$ cat src/design/dlc_pkg.sv
`timescale 1ns / 1ps

package dlc_pkg;

  localparam int FUNC_W = 4;
  localparam int HANDLE_W = 16;
  localparam int ID_W = 32;
  localparam int KIND_W = 4;
  localparam int DISC_W = 5;
  localparam int STATE_W = 3;
  localparam int CFG_W = 16;
  localparam int CFG_IDX_W = 1;

  localparam logic [FUNC_W-1:0] FUNC_DATA_REQ = 4'd0;
  localparam logic [FUNC_W-1:0] FUNC_STATUS_REQ = 4'd1;
  localparam logic [FUNC_W-1:0] FUNC_EST_REQ = 4'd2;
  localparam logic [FUNC_W-1:0] FUNC_EST_CNF = 4'd3;
  localparam logic [FUNC_W-1:0] FUNC_EST_IND = 4'd4;
  localparam logic [FUNC_W-1:0] FUNC_REL_IND = 4'd5;
  localparam logic [FUNC_W-1:0] FUNC_REL_CNF = 4'd6;
  localparam logic [FUNC_W-1:0] FUNC_REL_REQ = 4'd7;
  localparam logic [FUNC_W-1:0] FUNC_TICK = 4'd8;

  localparam logic [KIND_W-1:0] KIND_NONE = 4'd0;
  localparam logic [KIND_W-1:0] KIND_EST_REQ = 4'd1;
  localparam logic [KIND_W-1:0] KIND_DATA = 4'd2;
  localparam logic [KIND_W-1:0] KIND_REL_REQ = 4'd3;
  localparam logic [KIND_W-1:0] KIND_EST_IND = 4'd4;
  localparam logic [KIND_W-1:0] KIND_EST_CNF = 4'd5;
  localparam logic [KIND_W-1:0] KIND_REL_IND = 4'd6;
  localparam logic [KIND_W-1:0] KIND_REL_CNF = 4'd7;
  localparam logic [KIND_W-1:0] KIND_STATUS = 4'd8;
  localparam logic [KIND_W-1:0] KIND_DROPPED = 4'd9;

  localparam logic [STATE_W-1:0] LINK_REL = 3'd0;
  localparam logic [STATE_W-1:0] LINK_EST_WAIT = 3'd1;
  localparam logic [STATE_W-1:0] LINK_REL_DELAY = 3'd2;
  localparam logic [STATE_W-1:0] LINK_REL_WAIT = 3'd3;
  localparam logic [STATE_W-1:0] LINK_ESTAB = 3'd4;

  localparam logic [CFG_IDX_W-1:0] REG_RELEASE_DELAY = 1'b0;
  localparam logic [CFG_IDX_W-1:0] REG_ENTITY_ID = 1'b1;

  localparam logic [CFG_W-1:0] RELEASE_DELAY_RESET = 16'd40000;
  localparam logic [CFG_W-1:0] ENTITY_ID_RESET = 16'hffff;

  typedef enum logic [2:0] {
    OP_NONE,
    OP_DATA,
    OP_STATUS,
    OP_EVENT,
    OP_TICK
  } op_t;

  typedef enum logic [2:0] {
    EV_NONE,
    EV_EST_REQ,
    EV_EST_IND,
    EV_EST_CNF,
    EV_REL_REQ,
    EV_REL_CNF,
    EV_REL_IND,
    EV_DELAY_EXPIRED
  } ev_t;

  typedef struct packed {
    op_t                 op;
    ev_t                 ev;
    logic [HANDLE_W-1:0] handle;
    logic                procs;
    logic                blocked;
  } cmd_t;

  typedef struct packed {
    logic [KIND_W-1:0]   kind;
    logic [HANDLE_W-1:0] handle;
    logic [ID_W-1:0]     id;
    logic                up;
    logic [DISC_W-1:0]   disc;
    logic [STATE_W-1:0]  state;
    logic                last;
  } res_t;

endpackage

$ cat src/design/dlc_front.sv
`timescale 1ns / 1ps

module dlc_front (
  input  logic                           clk,
  input  logic                           rst,
  input  logic                           push,
  output logic                           full,
  input  logic [dlc_pkg::FUNC_W-1:0]     func,
  input  logic [dlc_pkg::HANDLE_W-1:0]   msg_handle,
  input  logic                           processes_active,
  input  logic                           l2_blocked,
  output logic                           cmd_valid,
  output dlc_pkg::cmd_t                  cmd,
  input  logic                           cmd_pop
);

  dlc_pkg::cmd_t q [2];
  logic          wr_ptr;
  logic          rd_ptr;
  logic [1:0]    cnt;
  dlc_pkg::cmd_t dec;
  logic          do_push;
  logic          do_pop;

  always_comb begin
    dec.op = dlc_pkg::OP_EVENT;
    dec.ev = dlc_pkg::EV_NONE;
    dec.handle = msg_handle;
    dec.procs = processes_active;
    dec.blocked = l2_blocked;
    case (func)
      dlc_pkg::FUNC_DATA_REQ:   dec.op = dlc_pkg::OP_DATA;
      dlc_pkg::FUNC_STATUS_REQ: dec.op = dlc_pkg::OP_STATUS;
      dlc_pkg::FUNC_EST_REQ:    dec.ev = dlc_pkg::EV_EST_REQ;
      dlc_pkg::FUNC_EST_CNF:    dec.ev = dlc_pkg::EV_EST_CNF;
      dlc_pkg::FUNC_EST_IND:    dec.ev = dlc_pkg::EV_EST_IND;
      dlc_pkg::FUNC_REL_IND:    dec.ev = dlc_pkg::EV_REL_IND;
      dlc_pkg::FUNC_REL_CNF:    dec.ev = dlc_pkg::EV_REL_CNF;
      dlc_pkg::FUNC_REL_REQ:    dec.ev = dlc_pkg::EV_REL_REQ;
      dlc_pkg::FUNC_TICK:       dec.op = dlc_pkg::OP_TICK;
      default:                  dec.op = dlc_pkg::OP_NONE;
    endcase
  end

  assign full = (cnt == 2'd2);
  assign cmd_valid = (cnt != 2'd0);
  assign cmd = q[rd_ptr];
  assign do_push = push && !full;
  assign do_pop = cmd_pop && cmd_valid;

  always_ff @(posedge clk) begin
    if (do_push) begin
      q[wr_ptr] <= dec;
    end
  end

  always_ff @(posedge clk) begin
    if (rst) begin
      wr_ptr <= 1'b0;
      rd_ptr <= 1'b0;
      cnt <= 2'd0;
    end else begin
      if (do_push) begin
        wr_ptr <= ~wr_ptr;
      end
      if (do_pop) begin
        rd_ptr <= ~rd_ptr;
      end
      case ({do_push, do_pop})
        2'b10:   cnt <= cnt + 2'd1;
        2'b01:   cnt <= cnt - 2'd1;
        default: cnt <= cnt;
      endcase
    end
  end

endmodule

$ cat src/design/dlc_back.sv
`timescale 1ns / 1ps

module dlc_back #(
  parameter int QUEUE_DEPTH = 16
) (
  input  logic                        clk,
  input  logic                        rst,
  input  logic                        cmd_valid,
  input  dlc_pkg::cmd_t               cmd,
  output logic                        cmd_pop,
  input  logic [dlc_pkg::CFG_W-1:0]   release_delay_ticks,
  input  logic [dlc_pkg::CFG_W-1:0]   entity_id,
  output logic                        res_empty,
  output dlc_pkg::res_t               res_head,
  input  logic                        res_pop
);

  localparam int CW = $clog2(QUEUE_DEPTH + 1);
  localparam int AW = (QUEUE_DEPTH > 1) ? $clog2(QUEUE_DEPTH) : 1;
  localparam logic [14:0] SEQ_MAX = 15'h7fff;

  localparam logic [dlc_pkg::KIND_W-1:0] K_NONE = dlc_pkg::KIND_NONE;
  localparam logic [dlc_pkg::KIND_W-1:0] K_EST_REQ = dlc_pkg::KIND_EST_REQ;
  localparam logic [dlc_pkg::KIND_W-1:0] K_DATA = dlc_pkg::KIND_DATA;
  localparam logic [dlc_pkg::KIND_W-1:0] K_REL_REQ = dlc_pkg::KIND_REL_REQ;
  localparam logic [dlc_pkg::KIND_W-1:0] K_EST_IND = dlc_pkg::KIND_EST_IND;
  localparam logic [dlc_pkg::KIND_W-1:0] K_EST_CNF = dlc_pkg::KIND_EST_CNF;
  localparam logic [dlc_pkg::KIND_W-1:0] K_REL_IND = dlc_pkg::KIND_REL_IND;
  localparam logic [dlc_pkg::KIND_W-1:0] K_REL_CNF = dlc_pkg::KIND_REL_CNF;
  localparam logic [dlc_pkg::KIND_W-1:0] K_STATUS = dlc_pkg::KIND_STATUS;
  localparam logic [dlc_pkg::KIND_W-1:0] K_DROPPED = dlc_pkg::KIND_DROPPED;

  localparam logic [2:0] M_REL = dlc_pkg::LINK_REL;
  localparam logic [2:0] M_EST_WAIT = dlc_pkg::LINK_EST_WAIT;
  localparam logic [2:0] M_REL_DELAY = dlc_pkg::LINK_REL_DELAY;
  localparam logic [2:0] M_REL_WAIT = dlc_pkg::LINK_REL_WAIT;
  localparam logic [2:0] M_ESTAB = dlc_pkg::LINK_ESTAB;

  typedef enum logic [2:0] {
    B_IDLE,
    B_PRE,
    B_FETCH,
    B_DRAIN,
    B_POST
  } bstate_t;

  bstate_t                          bstate;
  logic [2:0]                       link_mode;
  logic [dlc_pkg::CFG_W-1:0]        delay_count;
  logic                             delay_running;
  logic [14:0]                      next_sequence;
  logic [CW-1:0]                    pending_count;
  logic [dlc_pkg::HANDLE_W-1:0]     pending_queue [QUEUE_DEPTH];
  logic [dlc_pkg::HANDLE_W-1:0]     rd_data;

  logic                             pre_v;
  logic [dlc_pkg::KIND_W-1:0]       pre_kind;
  logic [dlc_pkg::HANDLE_W-1:0]     pre_handle;
  logic [dlc_pkg::ID_W-1:0]         pre_id;
  logic                             pre_up;
  logic                             drain_v;
  logic [CW-1:0]                    drain_n;
  logic [CW-1:0]                    drain_idx;
  logic                             post_v;
  logic [dlc_pkg::KIND_W-1:0]       post_kind;
  logic [CW-1:0]                    post_disc;
  logic [2:0]                       final_mode;

  logic [2:0]                       mode_next;
  logic [dlc_pkg::CFG_W-1:0]        delay_count_next;
  logic                             delay_running_next;
  logic [14:0]                      next_sequence_next;
  logic [CW-1:0]                    pending_count_next;
  logic                             pre_v_next;
  logic [dlc_pkg::KIND_W-1:0]       pre_kind_next;
  logic [dlc_pkg::HANDLE_W-1:0]     pre_handle_next;
  logic [dlc_pkg::ID_W-1:0]         pre_id_next;
  logic                             pre_up_next;
  logic                             drain_v_next;
  logic [CW-1:0]                    drain_n_next;
  logic                             post_v_next;
  logic [dlc_pkg::KIND_W-1:0]       post_kind_next;
  logic [CW-1:0]                    post_disc_next;
  logic                             wr_en;
  dlc_pkg::ev_t                     ev;
  logic                             do_activate;
  logic                             do_start;
  logic                             do_come_up;
  logic                             do_go_down;
  logic [dlc_pkg::KIND_W-1:0]       up_kind;
  logic [14:0]                      seq_wrap;

  dlc_pkg::res_t                    oq [2];
  logic                             o_wr;
  logic                             o_rd;
  logic [1:0]                       o_cnt;
  logic                             room;
  logic                             emit_v;
  dlc_pkg::res_t                    emit_res;
  logic                             do_res_pop;
  logic                             drain_end;
  logic [CW+dlc_pkg::DISC_W-1:0]    disc_ext;

  assign seq_wrap = (next_sequence >= SEQ_MAX) ? 15'd1 : next_sequence + 15'd1;
  assign cmd_pop = (bstate == B_IDLE) && cmd_valid;

  always_comb begin
    mode_next = link_mode;
    delay_count_next = delay_count;
    delay_running_next = delay_running;
    next_sequence_next = next_sequence;
    pending_count_next = pending_count;
    pre_v_next = 1'b0;
    pre_kind_next = K_NONE;
    pre_handle_next = '0;
    pre_id_next = '0;
    pre_up_next = 1'b0;
    drain_v_next = 1'b0;
    drain_n_next = '0;
    post_v_next = 1'b0;
    post_kind_next = K_NONE;
    post_disc_next = '0;
    wr_en = 1'b0;
    ev = dlc_pkg::EV_NONE;
    do_activate = 1'b0;
    do_start = 1'b0;
    do_come_up = 1'b0;
    do_go_down = 1'b0;
    up_kind = K_NONE;

    case (cmd.op)
      dlc_pkg::OP_DATA: begin
        if (link_mode == M_ESTAB) begin
          pre_v_next = 1'b1;
          pre_kind_next = K_DATA;
          pre_handle_next = cmd.handle;
          pre_id_next = {entity_id, 1'b0, next_sequence};
          next_sequence_next = seq_wrap;
        end else begin
          if (pending_count < CW'(QUEUE_DEPTH)) begin
            wr_en = 1'b1;
            pending_count_next = pending_count + CW'(1);
          end else begin
            pre_v_next = 1'b1;
            pre_kind_next = K_DROPPED;
            pre_handle_next = cmd.handle;
          end
          ev = dlc_pkg::EV_EST_REQ;
        end
      end
      dlc_pkg::OP_STATUS: begin
        pre_v_next = 1'b1;
        pre_kind_next = K_STATUS;
        pre_up_next = (link_mode == M_ESTAB);
      end
      dlc_pkg::OP_EVENT: ev = cmd.ev;
      dlc_pkg::OP_TICK: begin
        if (delay_running) begin
          if (delay_count > 16'd1) begin
            delay_count_next = delay_count - 16'd1;
          end else begin
            delay_count_next = '0;
            delay_running_next = 1'b0;
            ev = dlc_pkg::EV_DELAY_EXPIRED;
          end
        end
      end
      default: ;
    endcase

    if (ev != dlc_pkg::EV_NONE) begin
      case (link_mode)
        M_REL: begin
          if (ev == dlc_pkg::EV_EST_REQ) begin
            do_activate = 1'b1;
          end else if (ev == dlc_pkg::EV_EST_IND || ev == dlc_pkg::EV_EST_CNF) begin
            do_come_up = 1'b1;
            up_kind = K_EST_IND;
          end
        end
        M_EST_WAIT: begin
          if (ev == dlc_pkg::EV_EST_CNF) begin
            do_come_up = 1'b1;
            up_kind = K_EST_CNF;
          end else if (ev == dlc_pkg::EV_REL_REQ) begin
            do_start = 1'b1;
          end else if (ev == dlc_pkg::EV_REL_IND) begin
            do_go_down = 1'b1;
            up_kind = K_REL_IND;
          end
        end
        M_ESTAB: begin
          if (ev == dlc_pkg::EV_REL_IND) begin
            do_go_down = 1'b1;
            up_kind = K_REL_IND;
          end else if (ev == dlc_pkg::EV_REL_REQ) begin
            do_start = 1'b1;
          end
        end
        M_REL_DELAY: begin
          if (ev == dlc_pkg::EV_REL_IND) begin
            do_go_down = 1'b1;
            up_kind = K_REL_IND;
          end else if (ev == dlc_pkg::EV_EST_REQ) begin
            do_come_up = 1'b1;
            up_kind = K_EST_CNF;
          end else if (ev == dlc_pkg::EV_DELAY_EXPIRED) begin
            if (cmd.blocked) begin
              do_start = 1'b1;
            end else begin
              mode_next = M_REL_WAIT;
              post_v_next = 1'b1;
              post_kind_next = K_REL_REQ;
            end
          end
        end
        M_REL_WAIT: begin
          if (ev == dlc_pkg::EV_REL_CNF) begin
            do_go_down = 1'b1;
            up_kind = K_REL_CNF;
          end else if (ev == dlc_pkg::EV_EST_REQ) begin
            do_activate = 1'b1;
          end
        end
        default: mode_next = M_REL;
      endcase
    end

    if (do_activate) begin
      mode_next = M_EST_WAIT;
      post_v_next = 1'b1;
      post_kind_next = K_EST_REQ;
    end
    if (do_start) begin
      mode_next = M_REL_DELAY;
      delay_count_next = release_delay_ticks;
      delay_running_next = 1'b1;
    end
    if (do_come_up) begin
      mode_next = M_ESTAB;
      delay_count_next = '0;
      delay_running_next = 1'b0;
      drain_n_next = pending_count_next;
      drain_v_next = (pending_count_next != '0);
      pending_count_next = '0;
      if (!cmd.procs && drain_v_next) begin
        mode_next = M_REL_DELAY;
        delay_count_next = release_delay_ticks;
        delay_running_next = 1'b1;
      end else begin
        post_v_next = 1'b1;
        post_kind_next = up_kind;
      end
    end
    if (do_go_down) begin
      mode_next = M_REL;
      delay_count_next = '0;
      delay_running_next = 1'b0;
      post_disc_next = pending_count_next;
      pending_count_next = '0;
      post_v_next = 1'b1;
      post_kind_next = up_kind;
    end

    if (!pre_v_next && !drain_v_next && !post_v_next) begin
      post_v_next = 1'b1;
      post_kind_next = K_NONE;
    end
  end

  assign room = (o_cnt != 2'd2);
  assign drain_end = (drain_idx + CW'(1) == drain_n);
  assign disc_ext = {{dlc_pkg::DISC_W{1'b0}}, post_disc};

  always_comb begin
    emit_v = 1'b0;
    emit_res.kind = K_NONE;
    emit_res.handle = '0;
    emit_res.id = '0;
    emit_res.up = 1'b0;
    emit_res.disc = '0;
    emit_res.state = final_mode;
    emit_res.last = 1'b0;
    case (bstate)
      B_PRE: begin
        emit_v = room;
        emit_res.kind = pre_kind;
        emit_res.handle = pre_handle;
        emit_res.id = pre_id;
        emit_res.up = pre_up;
        emit_res.last = !drain_v && !post_v;
      end
      B_DRAIN: begin
        emit_v = room;
        emit_res.kind = K_DATA;
        emit_res.handle = rd_data;
        emit_res.id = {entity_id, 1'b0, next_sequence};
        emit_res.last = drain_end && !post_v;
      end
      B_POST: begin
        emit_v = room;
        emit_res.kind = post_kind;
        emit_res.disc = disc_ext[dlc_pkg::DISC_W-1:0];
        emit_res.last = 1'b1;
      end
      default: ;
    endcase
  end

  always_ff @(posedge clk) begin
    if (cmd_pop && wr_en) begin
      pending_queue[pending_count[AW-1:0]] <= cmd.handle;
    end
    rd_data <= pending_queue[drain_idx[AW-1:0]];
  end

  always_ff @(posedge clk) begin
    if (emit_v) begin
      oq[o_wr] <= emit_res;
    end
  end

  assign res_empty = (o_cnt == 2'd0);
  assign res_head = oq[o_rd];
  assign do_res_pop = res_pop && !res_empty;

  always_ff @(posedge clk) begin
    if (rst) begin
      bstate <= B_IDLE;
      link_mode <= M_REL;
      delay_count <= '0;
      delay_running <= 1'b0;
      next_sequence <= 15'd1;
      pending_count <= '0;
      o_wr <= 1'b0;
      o_rd <= 1'b0;
      o_cnt <= 2'd0;
      pre_v <= 1'b0;
      drain_v <= 1'b0;
      post_v <= 1'b0;
    end else begin
      if (emit_v) begin
        o_wr <= ~o_wr;
      end
      if (do_res_pop) begin
        o_rd <= ~o_rd;
      end
      case ({emit_v, do_res_pop})
        2'b10:   o_cnt <= o_cnt + 2'd1;
        2'b01:   o_cnt <= o_cnt - 2'd1;
        default: o_cnt <= o_cnt;
      endcase

      case (bstate)
        B_IDLE: begin
          if (cmd_valid) begin
            link_mode <= mode_next;
            delay_count <= delay_count_next;
            delay_running <= delay_running_next;
            next_sequence <= next_sequence_next;
            pending_count <= pending_count_next;
            pre_v <= pre_v_next;
            pre_kind <= pre_kind_next;
            pre_handle <= pre_handle_next;
            pre_id <= pre_id_next;
            pre_up <= pre_up_next;
            drain_v <= drain_v_next;
            drain_n <= drain_n_next;
            drain_idx <= '0;
            post_v <= post_v_next;
            post_kind <= post_kind_next;
            post_disc <= post_disc_next;
            final_mode <= mode_next;
            if (pre_v_next) begin
              bstate <= B_PRE;
            end else if (drain_v_next) begin
              bstate <= B_FETCH;
            end else begin
              bstate <= B_POST;
            end
          end
        end
        B_PRE: begin
          if (room) begin
            if (drain_v) begin
              bstate <= B_FETCH;
            end else if (post_v) begin
              bstate <= B_POST;
            end else begin
              bstate <= B_IDLE;
            end
          end
        end
        B_FETCH: bstate <= B_DRAIN;
        B_DRAIN: begin
          if (room) begin
            next_sequence <= seq_wrap;
            drain_idx <= drain_idx + CW'(1);
            if (!drain_end) begin
              bstate <= B_FETCH;
            end else if (post_v) begin
              bstate <= B_POST;
            end else begin
              bstate <= B_IDLE;
            end
          end
        end
        B_POST: begin
          if (room) begin
            bstate <= B_IDLE;
          end
        end
        default: bstate <= B_IDLE;
      endcase
    end
  end

endmodule

$ cat src/design/data_link_control_fsm_core.sv
`timescale 1ns / 1ps
// An accepted item is registered in the front queue and is taken by the back end
// only while the back end is idle; its results are registered in the output queue
// before they show on the result ports. Each queued handle drained on link
// establishment passes through a memory read state and then an emit state.
// Synchronous reset empties the command, pending and result queues, releases the
// link and restores the configuration registers to their defaults; the pending memory is not cleared.

module data_link_control_fsm_core #(
  parameter int QUEUE_DEPTH = 16
) (
  input  logic                              clk,
  input  logic                              rst,
  input  logic                              push,
  output logic                              full,
  input  logic [dlc_pkg::FUNC_W-1:0]        func,
  input  logic [dlc_pkg::HANDLE_W-1:0]      msg_handle,
  input  logic                              processes_active,
  input  logic                              l2_blocked,
  output logic                              empty,
  input  logic                              pop,
  output logic [dlc_pkg::KIND_W-1:0]        kind,
  output logic [dlc_pkg::HANDLE_W-1:0]      out_handle,
  output logic [dlc_pkg::ID_W-1:0]          msg_id,
  output logic                              link_up,
  output logic [dlc_pkg::DISC_W-1:0]        discarded,
  output logic [dlc_pkg::STATE_W-1:0]       link_state,
  output logic                              last,
  input  logic                              cfg_valid,
  output logic                              cfg_ready,
  input  logic [dlc_pkg::CFG_IDX_W-1:0]     cfg_index,
  input  logic [dlc_pkg::CFG_W-1:0]         cfg_data
);

  logic [dlc_pkg::CFG_W-1:0] release_delay_ticks;
  logic [dlc_pkg::CFG_W-1:0] entity_id;
  logic                      cmd_valid;
  logic                      cmd_pop;
  dlc_pkg::cmd_t             cmd;
  dlc_pkg::res_t             res_head;

  assign cfg_ready = 1'b1;

  always_ff @(posedge clk) begin
    if (rst) begin
      release_delay_ticks <= dlc_pkg::RELEASE_DELAY_RESET;
      entity_id <= dlc_pkg::ENTITY_ID_RESET;
    end else if (cfg_valid && cfg_ready) begin
      case (cfg_index)
        dlc_pkg::REG_RELEASE_DELAY: release_delay_ticks <= cfg_data;
        dlc_pkg::REG_ENTITY_ID:     entity_id <= cfg_data;
        default: ;
      endcase
    end
  end

  dlc_front u_front (
    .clk              (clk),
    .rst              (rst),
    .push             (push),
    .full             (full),
    .func             (func),
    .msg_handle       (msg_handle),
    .processes_active (processes_active),
    .l2_blocked       (l2_blocked),
    .cmd_valid        (cmd_valid),
    .cmd              (cmd),
    .cmd_pop          (cmd_pop)
  );

  dlc_back #(
    .QUEUE_DEPTH (QUEUE_DEPTH)
  ) u_back (
    .clk                 (clk),
    .rst                 (rst),
    .cmd_valid           (cmd_valid),
    .cmd                 (cmd),
    .cmd_pop             (cmd_pop),
    .release_delay_ticks (release_delay_ticks),
    .entity_id           (entity_id),
    .res_empty           (empty),
    .res_head            (res_head),
    .res_pop             (pop)
  );

  assign kind = res_head.kind;
  assign out_handle = res_head.handle;
  assign msg_id = res_head.id;
  assign link_up = res_head.up;
  assign discarded = res_head.disc;
  assign link_state = res_head.state;
  assign last = res_head.last;

endmodule

$ cat config.mk
export PLATFORM = sky130hd
export DESIGN_NAME = data_link_control_fsm_core
export DESIGN_NICKNAME = d
export VERILOG_FILES = /design/src/design/dlc_pkg.sv /design/src/design/dlc_front.sv /design/src/design/dlc_back.sv /design/src/design/data_link_control_fsm_core.sv
export SDC_FILE = /design/constraint.sdc
export NUM_CORES = 1
export LEC_CHECK = 0
export CORE_ASPECT_RATIO = 1.25
export CORE_UTILIZATION = 57
export DETAILED_ROUTE_END_ITERATION = 16
export DONT_BUFFER_PORTS = 1
export GPL_ROUTABILITY_DRIVEN = 1
export GPL_TIMING_DRIVEN = 0
export PLACE_DENSITY = 0.75
export SLEW_MARGIN = 20
export SYNTH_ARGS = -nofsm -noshare
export SYNTH_HDL_FRONTEND = slang
export SYNTH_HIERARCHICAL = 1
export SYNTH_SLANG_ARGS = --single-unit
$ cat constraint.sdc
create_clock -name clk -period 5 [get_ports clk]
set_clock_uncertainty 0.2 [all_clocks]
set_input_delay 0.5 -clock clk [delete_from_list [all_inputs] [get_ports clk]]
set_output_delay 0.5 -clock clk [all_outputs]
set_load 0.01 [all_outputs]
; Word level (Yosys, flattened, before mapping)
; Memories as Yosys holds them, arrays and structs flattened. A register that Yosys moved wholly into a read port is not among the register bits.
; Index checks and enable logic that the tools add are counted.
[totals]
inputBits = 44
ramBits = 428
out_inout_bits = 65
word_cells = 272
register_bits = 160
mem_count = 3
[classes]
muxes = 141
n_reduce_logical = 45
bitwise = 6
addsub = 8
magnitude_cmp = 3
n_eq_ne = 40
[mem_list]
columns = name, words, width, rd, rd_ports_with_merged_regs, write_ports, line
row1 = u_back.pending_queue, 16, 16, 1, 1, 1, dlc_back.sv:53  ; logic [dlc_pkg::HANDLE_W-1:0] pending_queue [QUEUE_DEPTH];
row2 = u_back.oq, 2, 62, 1, 1, 1, dlc_back.sv:93  ; dlc_pkg::res_t oq [2];
row3 = u_front.q, 2, 24, 1, 1, 1, dlc_front.sv:17  ; dlc_pkg::cmd_t q [2];
[ops]
columns = cell, n
row1 = 16-bit 2-to-1 mux, 9
row2 = 48-bit case mux with 2 select lines, 1
row3 = 15-bit 2-to-1 mux, 5
row4 = 3-bit 2-to-1 mux, 25
row5 = 4-bit 2-to-1 mux, 16
row6 = 1-bit 2-to-1 mux, 58
row7 = 5-bit 2-to-1 mux, 8
row8 = 15-bit case mux with 2 select lines, 1
row9 = 3-bit by 2-bit equality test with 1-bit output (second input constant), 8
row10 = 3-bit equality test (second input constant), 7
row11 = 4-bit case mux with 5 select lines, 1
row12 = 3-bit case mux with 6 select lines, 1
row13 = 4-bit by 3-bit equality test with 1-bit output (second input constant), 4
row14 = 16-bit by 1-bit > comparator with 1-bit output (second input constant), 1
row15 = 16-bit by 1-bit subtractor with 16-bit output (second input constant), 1
row16 = 15-bit by 1-bit adder with 15-bit output (second input constant), 1
row17 = 15-bit greater-or-equal comparator (second input constant), 1
row18 = 3-bit case mux with 5 select lines, 1
row19 = 3-bit by 1-bit equality test with 1-bit output (second input constant), 4
row20 = 1-bit case mux with 3 select lines, 4
row21 = 3-bit case mux with 4 select lines, 1
row22 = 4-bit case mux with 3 select lines, 1
row23 = 4-bit AND reduction, 3
row24 = 5-bit by 1-bit adder with 5-bit output (second input constant), 2
row25 = other kinds (36), 79

; Depth between registers and ports, before layout
[depth]
word_depth = 17
depth_mapped = 14
ltp_nobuf = 9

; Cells and area by module
; The synthesis kept the hierarchy.
[modules_own_cells]
columns = mod, area_each_um2, seq_area_each_um2, cells_per_inst, n_inst
row1 = dlc_back, 21281.7, 14834.2, 1292, 1
row2 = dlc_front, 2015.7, 1541.5, 113, 1
row3 = data_link_control_fsm_core, 1298.7, 640.6, 128, 1

; Worst setup path after synthesis
; No wires, ideal clock.
[synth_path]
path_kind = flip-flop to flip-flop
startpoint = register u_back.bstate[0]
endpoint = register u_back/delay_count[10] in the netlist's numbering
synth_period_minus_slack_ns = 4.861
slack_ns = 0.139
path_buffers = 2
t_arrival_ns = 4.591
stages_incl_launch_ff = 8
path_cell_list = dfxtp_1 -> buf_2 -> nor2_2 -> nand3b_1 -> nor2_1 -> nand3_2 -> buf_4 -> o2bb2ai_1
[synth_between]
elab_chain_len = 2
[synth_lines]
columns = element, line
row1 = "start, declared", dlc_back.sv:47  ; bstate_t bstate;
row2 = "start signal, assigned", dlc_back.sv:329  ; bstate <= B_IDLE;
row3 = "start signal, assigned", dlc_back.sv:375  ; bstate <= B_PRE;
row4 = "start signal, assigned", dlc_back.sv:377  ; bstate <= B_FETCH;
row5 = 3-bit logical NOT, dlc_back.sv:354  ; case (bstate)
row6 = 4-bit AND reduction (no line), --
row7 = "end signal, assigned", dlc_back.sv:358  ; delay_count <= delay_count_next;
row8 = "end, declared", dlc_back.sv:49  ; logic [dlc_pkg::CFG_W-1:0] delay_count;
; Every way passes these cells.
; A chain may end at the register's enable or synchronous reset.

==> metrics.csv <==
metric,value,unit
setup_viol,0,
synth-async-reset-ratio,0,
synth_cell_types,84,
power_density,479,mW/mm2
outcome,"finished, final reports clean",
post-place-ws,1.14,ns
cts_setup_buffers,0,
cp_num_buf_inv,4,
die_w,188,um
cts.repair.resized,0,
drt-total-wl,51800,um
setup_tns,0,ns
max-slew-margin-rel,0.244,
ys_warn_count,6,
worst_slack,1.14,ns
postSynthCellCount,1533,
dr.pass1.iters,4,
vias,13400,
cts_hold_buf,46,
synth_flop_cell,edfxtp_1,
crit_slowest_cell,nor3b_4,
hold_path_class,input port to flop,
finalCritPeriodShare,0.773,
finalCriticalPeriod,3.86,ns
die_h,234,um
reg2reg_depth,10,
rows,84,
layout-drive-gt1-share,0.206,
finalMaxSlewViolations,0,
post-dp-hpwl,35200,um
max_freq,259,MHz
hold_violations,0,
crit_fanout,11,
dieArea,0.0440,mm2
cts.clk_slew.worst_paths,0.06,ns
yosys.area.top_type,edfxtp_1,
regArea,0.0170,mm2
multiInputGateArea,0.00714,mm2
crit_chain,clkbuf_1 -> buf_4 -> mux2_1 -> buf_4 -> nor3b_4 -> nand2_1 -> nor2_1 -> nand2_1 -> nor2_2 -> buf_8,
portBuffers,0,
final_cells,2266,
critPathCaptureType,flop,
fillCellCount,2866,
root_buffer,clkbuf_16,
grt_max_degree,28,
grt_pass1_vias,13700,
ys_ff_latch,601,
cp.required,5.12,ns
clk_latency,0.63,ns
syn_nets,1587,
synth-edff-count,498,
clk_path_buf_depth,3,
cts_made_buffers,55,
cap_viol_max_count,0,
crit_arrival,3.99,ns
rsz0062_at_grt,false,
routedWlPerCell,22.9,um
cp-endpoint,u_back/pending_queue[7][4]$_DFFE_PP_,
grt_use_total,0.242,
initialDrtViolationCount,1015,
start_kind,flop,
antenna_found_initial,2,
worst_path_largest_cell_delay,0.47,ns
viasPerCell,5.93,
pin_count,109,
grt-ovfl-total,0,
cts_tree,done,
critPathKind,flop to flop,
synth_top_area_share,0.608,
initial_utilization,0.581,
syn_area_per_cell,16.0,um2
grt_pass1_wl,79800,um
area_growth,14.1,%
drc,0,
cts_num_sinks,601,
ir_drop,0.000363,V
core_area,0.0424,mm2
r2r_slack,1.14,ns
p_leak,0.00944,uW
worst-path-stages,10,
seq_area_frac_synth,0.692,
dpl.cell_count,2118,
gp_congestion,0.847,
timing.rr.end,u_back/pending_queue[7][4]$_DFFE_PP_,
final_nets,1716,
fin_util,0.663,
netlist_area,0.0246,mm2
ant_nets,0,
critPathTopFamily,simple AND/OR/NAND/NOR gates,
netlist_top_cells_area,"edfxtp_1 61%, dfxtp_1 8.4%, mux4_2 7.3%",
tightest_slew,1.13,ns
h-tree-depth,2,
[cell families after synthesis]
group	count (synthesis)	share of synthesized area
mux	224	0.136
other cells	2	0.000305
simple gates	408	0.0911
xor+xnor	46	0.0164
buf+inv	111	0.0208
compound gates	131	0.0383
fa+ha+maj	10	0.00509
flops	601	0.692
[worst reg2reg max path: cells and delay by family (launching register included)]
family | cells | cell delay [ns]
buf+inv | 4 | 1.00
flops | 1 | 0.31
mux | 1 | 0.42
simple gates | 5 | 1.65
[layer usage]
layer  part of all wire  GRT usage  vias to the layer above  wire length (um)
met4              0.027     0.0879                        0              1400
met3              0.054     0.0326                       90              2820
met2               0.53      0.434                      464             27200
met5                  0          0                        -                 0
li1                   -          -                     6118                 -
met1               0.39      0.300                     6761             20400
[worst min-delay path by stage]
stage                     depth (start not counted)                                   to                      startpoint  slack [ns]
after floorplan                                   0            u_back/oq[0][1]$_DFFE_PP_  u_back/final_mode[0]$_DFFE_PP_        0.22
after global placement                            0            u_back/oq[0][3]$_DFFE_PP_  u_back/final_mode[2]$_DFFE_PP_        0.22
after detailed placement                          0            u_back/oq[0][2]$_DFFE_PP_  u_back/final_mode[1]$_DFFE_PP_        0.23
after CTS                                         3  release_delay_ticks[7]$_SDFFE_PP0P_                       cfg_valid        0.02
after global routing                              3  release_delay_ticks[8]$_SDFFE_PP0P_                       cfg_valid        0.06
final                                             3  release_delay_ticks[5]$_SDFFE_PP0P_                       cfg_valid        0.05
[layout make-up]
class / count / area share
flip-flops and latches: 601 / 0.606
multi-input cells: 821 / 0.254
clock buffers: 74 / 0.0537
repair buffers: 72 / 0.0282
well taps: 559 / 0.0249
plain buffers: 93 / 0.0158
clock inverters: 27 / 0.0141
inverters: 18 / 0.00241
diodes: 1 / 0.0000892
[sequential cells by signal (all words and copies together) (netlist names), 2 cells and up, named ones only]
name and flops:
entity_id 16, u_back/pre_id 31, u_back/post_kind 3, u_back/bstate 3
u_back/rd_data 16, release_delay_ticks 16, u_back/final_mode 3, u_back/oq 122
u_back/pending_count 5, u_back/drain_n 5, u_front/q 48, u_back/pending_queue 256
u_back/post_disc 5, u_back/drain_idx 5, u_front/cnt 2, u_back/next_sequence 15
u_back/pre_handle 16, u_back/delay_count 16, u_back/link_mode 3, u_back/pre_kind 3
u_back/o_cnt 2
[synthesized netlist by cell type (3+ instances only)]
cell type	count
xnor2_1	30
and2_1	21
buf_2	19
nor4_1	3
a211o_1	14
dfxtp_1	103
or2_2	3
nor2b_1	5
nand4bb_1	11
and3_1	58
ha_1	10
nand2_1	40
nor3_1	31
mux2_1	12
o211ai_1	3
buf_1	9
nand3_1	13
a31oi_1	8
o2bb2ai_1	15
o31ai_1	3
buf_6	4
mux4_2	80
xor2_1	16
o21ai_1	10
nand3b_1	3
o21ai_0	13
mux2i_1	58
nand2b_1	21
buf_4	11
or3b_1	3
edfxtp_1	498
nor2_1	153
nor3b_1	4
a311oi_1	5
clkbuf_1	50
or3_1	6
a21oi_1	34
inv_1	16
mux2_2	74
nand4_1	7
[layout by cell type (no fill, tap or decap), types with 8 or more instances in the layout]
cell type,netlist,routed
mux2i_1,58,58
xnor2_1,30,30
nor3_1,31,27
mux4_2,80,80
nor2_1,153,138
clkbuf_1,50,63
clkinv_2,0,9
dlygate4sd3_1,0,46
buf_1,9,9
inv_1,16,16
a21oi_1,34,34
buf_2,19,19
mux2_2,74,74
nand4bb_1,11,11
mux2_1,12,12
nand2_1,40,40
o21ai_1,10,10
and3_1,58,57
and2_1,21,21
nand3_1,13,13
xor2_1,16,16
buf_4,11,19
o21ai_0,13,13
clkbuf_16,0,55
o2bb2ai_1,15,15
ha_1,10,10
a31oi_1,8,8
buf_6,4,12
nor2_2,2,14
edfxtp_1,498,498
bufinv_16,0,8
dfxtp_1,103,103
a211o_1,14,14
nand2b_1,21,21
[stage by stage]
step	cell area [um2]	hold slack, ns	power [uW]
global placement	25300	0.224	9050
CTS	28100	0.0159	13600
global route	28100	0.0569	14000
finish	28100	0.0478	13500
floorplan	24600	0.221	8360
detailed placement	25700	0.234	9180
[where the power goes]
part / switching (uW) / internal [uW] / total (uW)
clock network: 1800 / 2540 / 4340
logic: 1720 / 980 / 2700
registers: 163 / 6250 / 6410
Power figures use the tool's default switching activity.
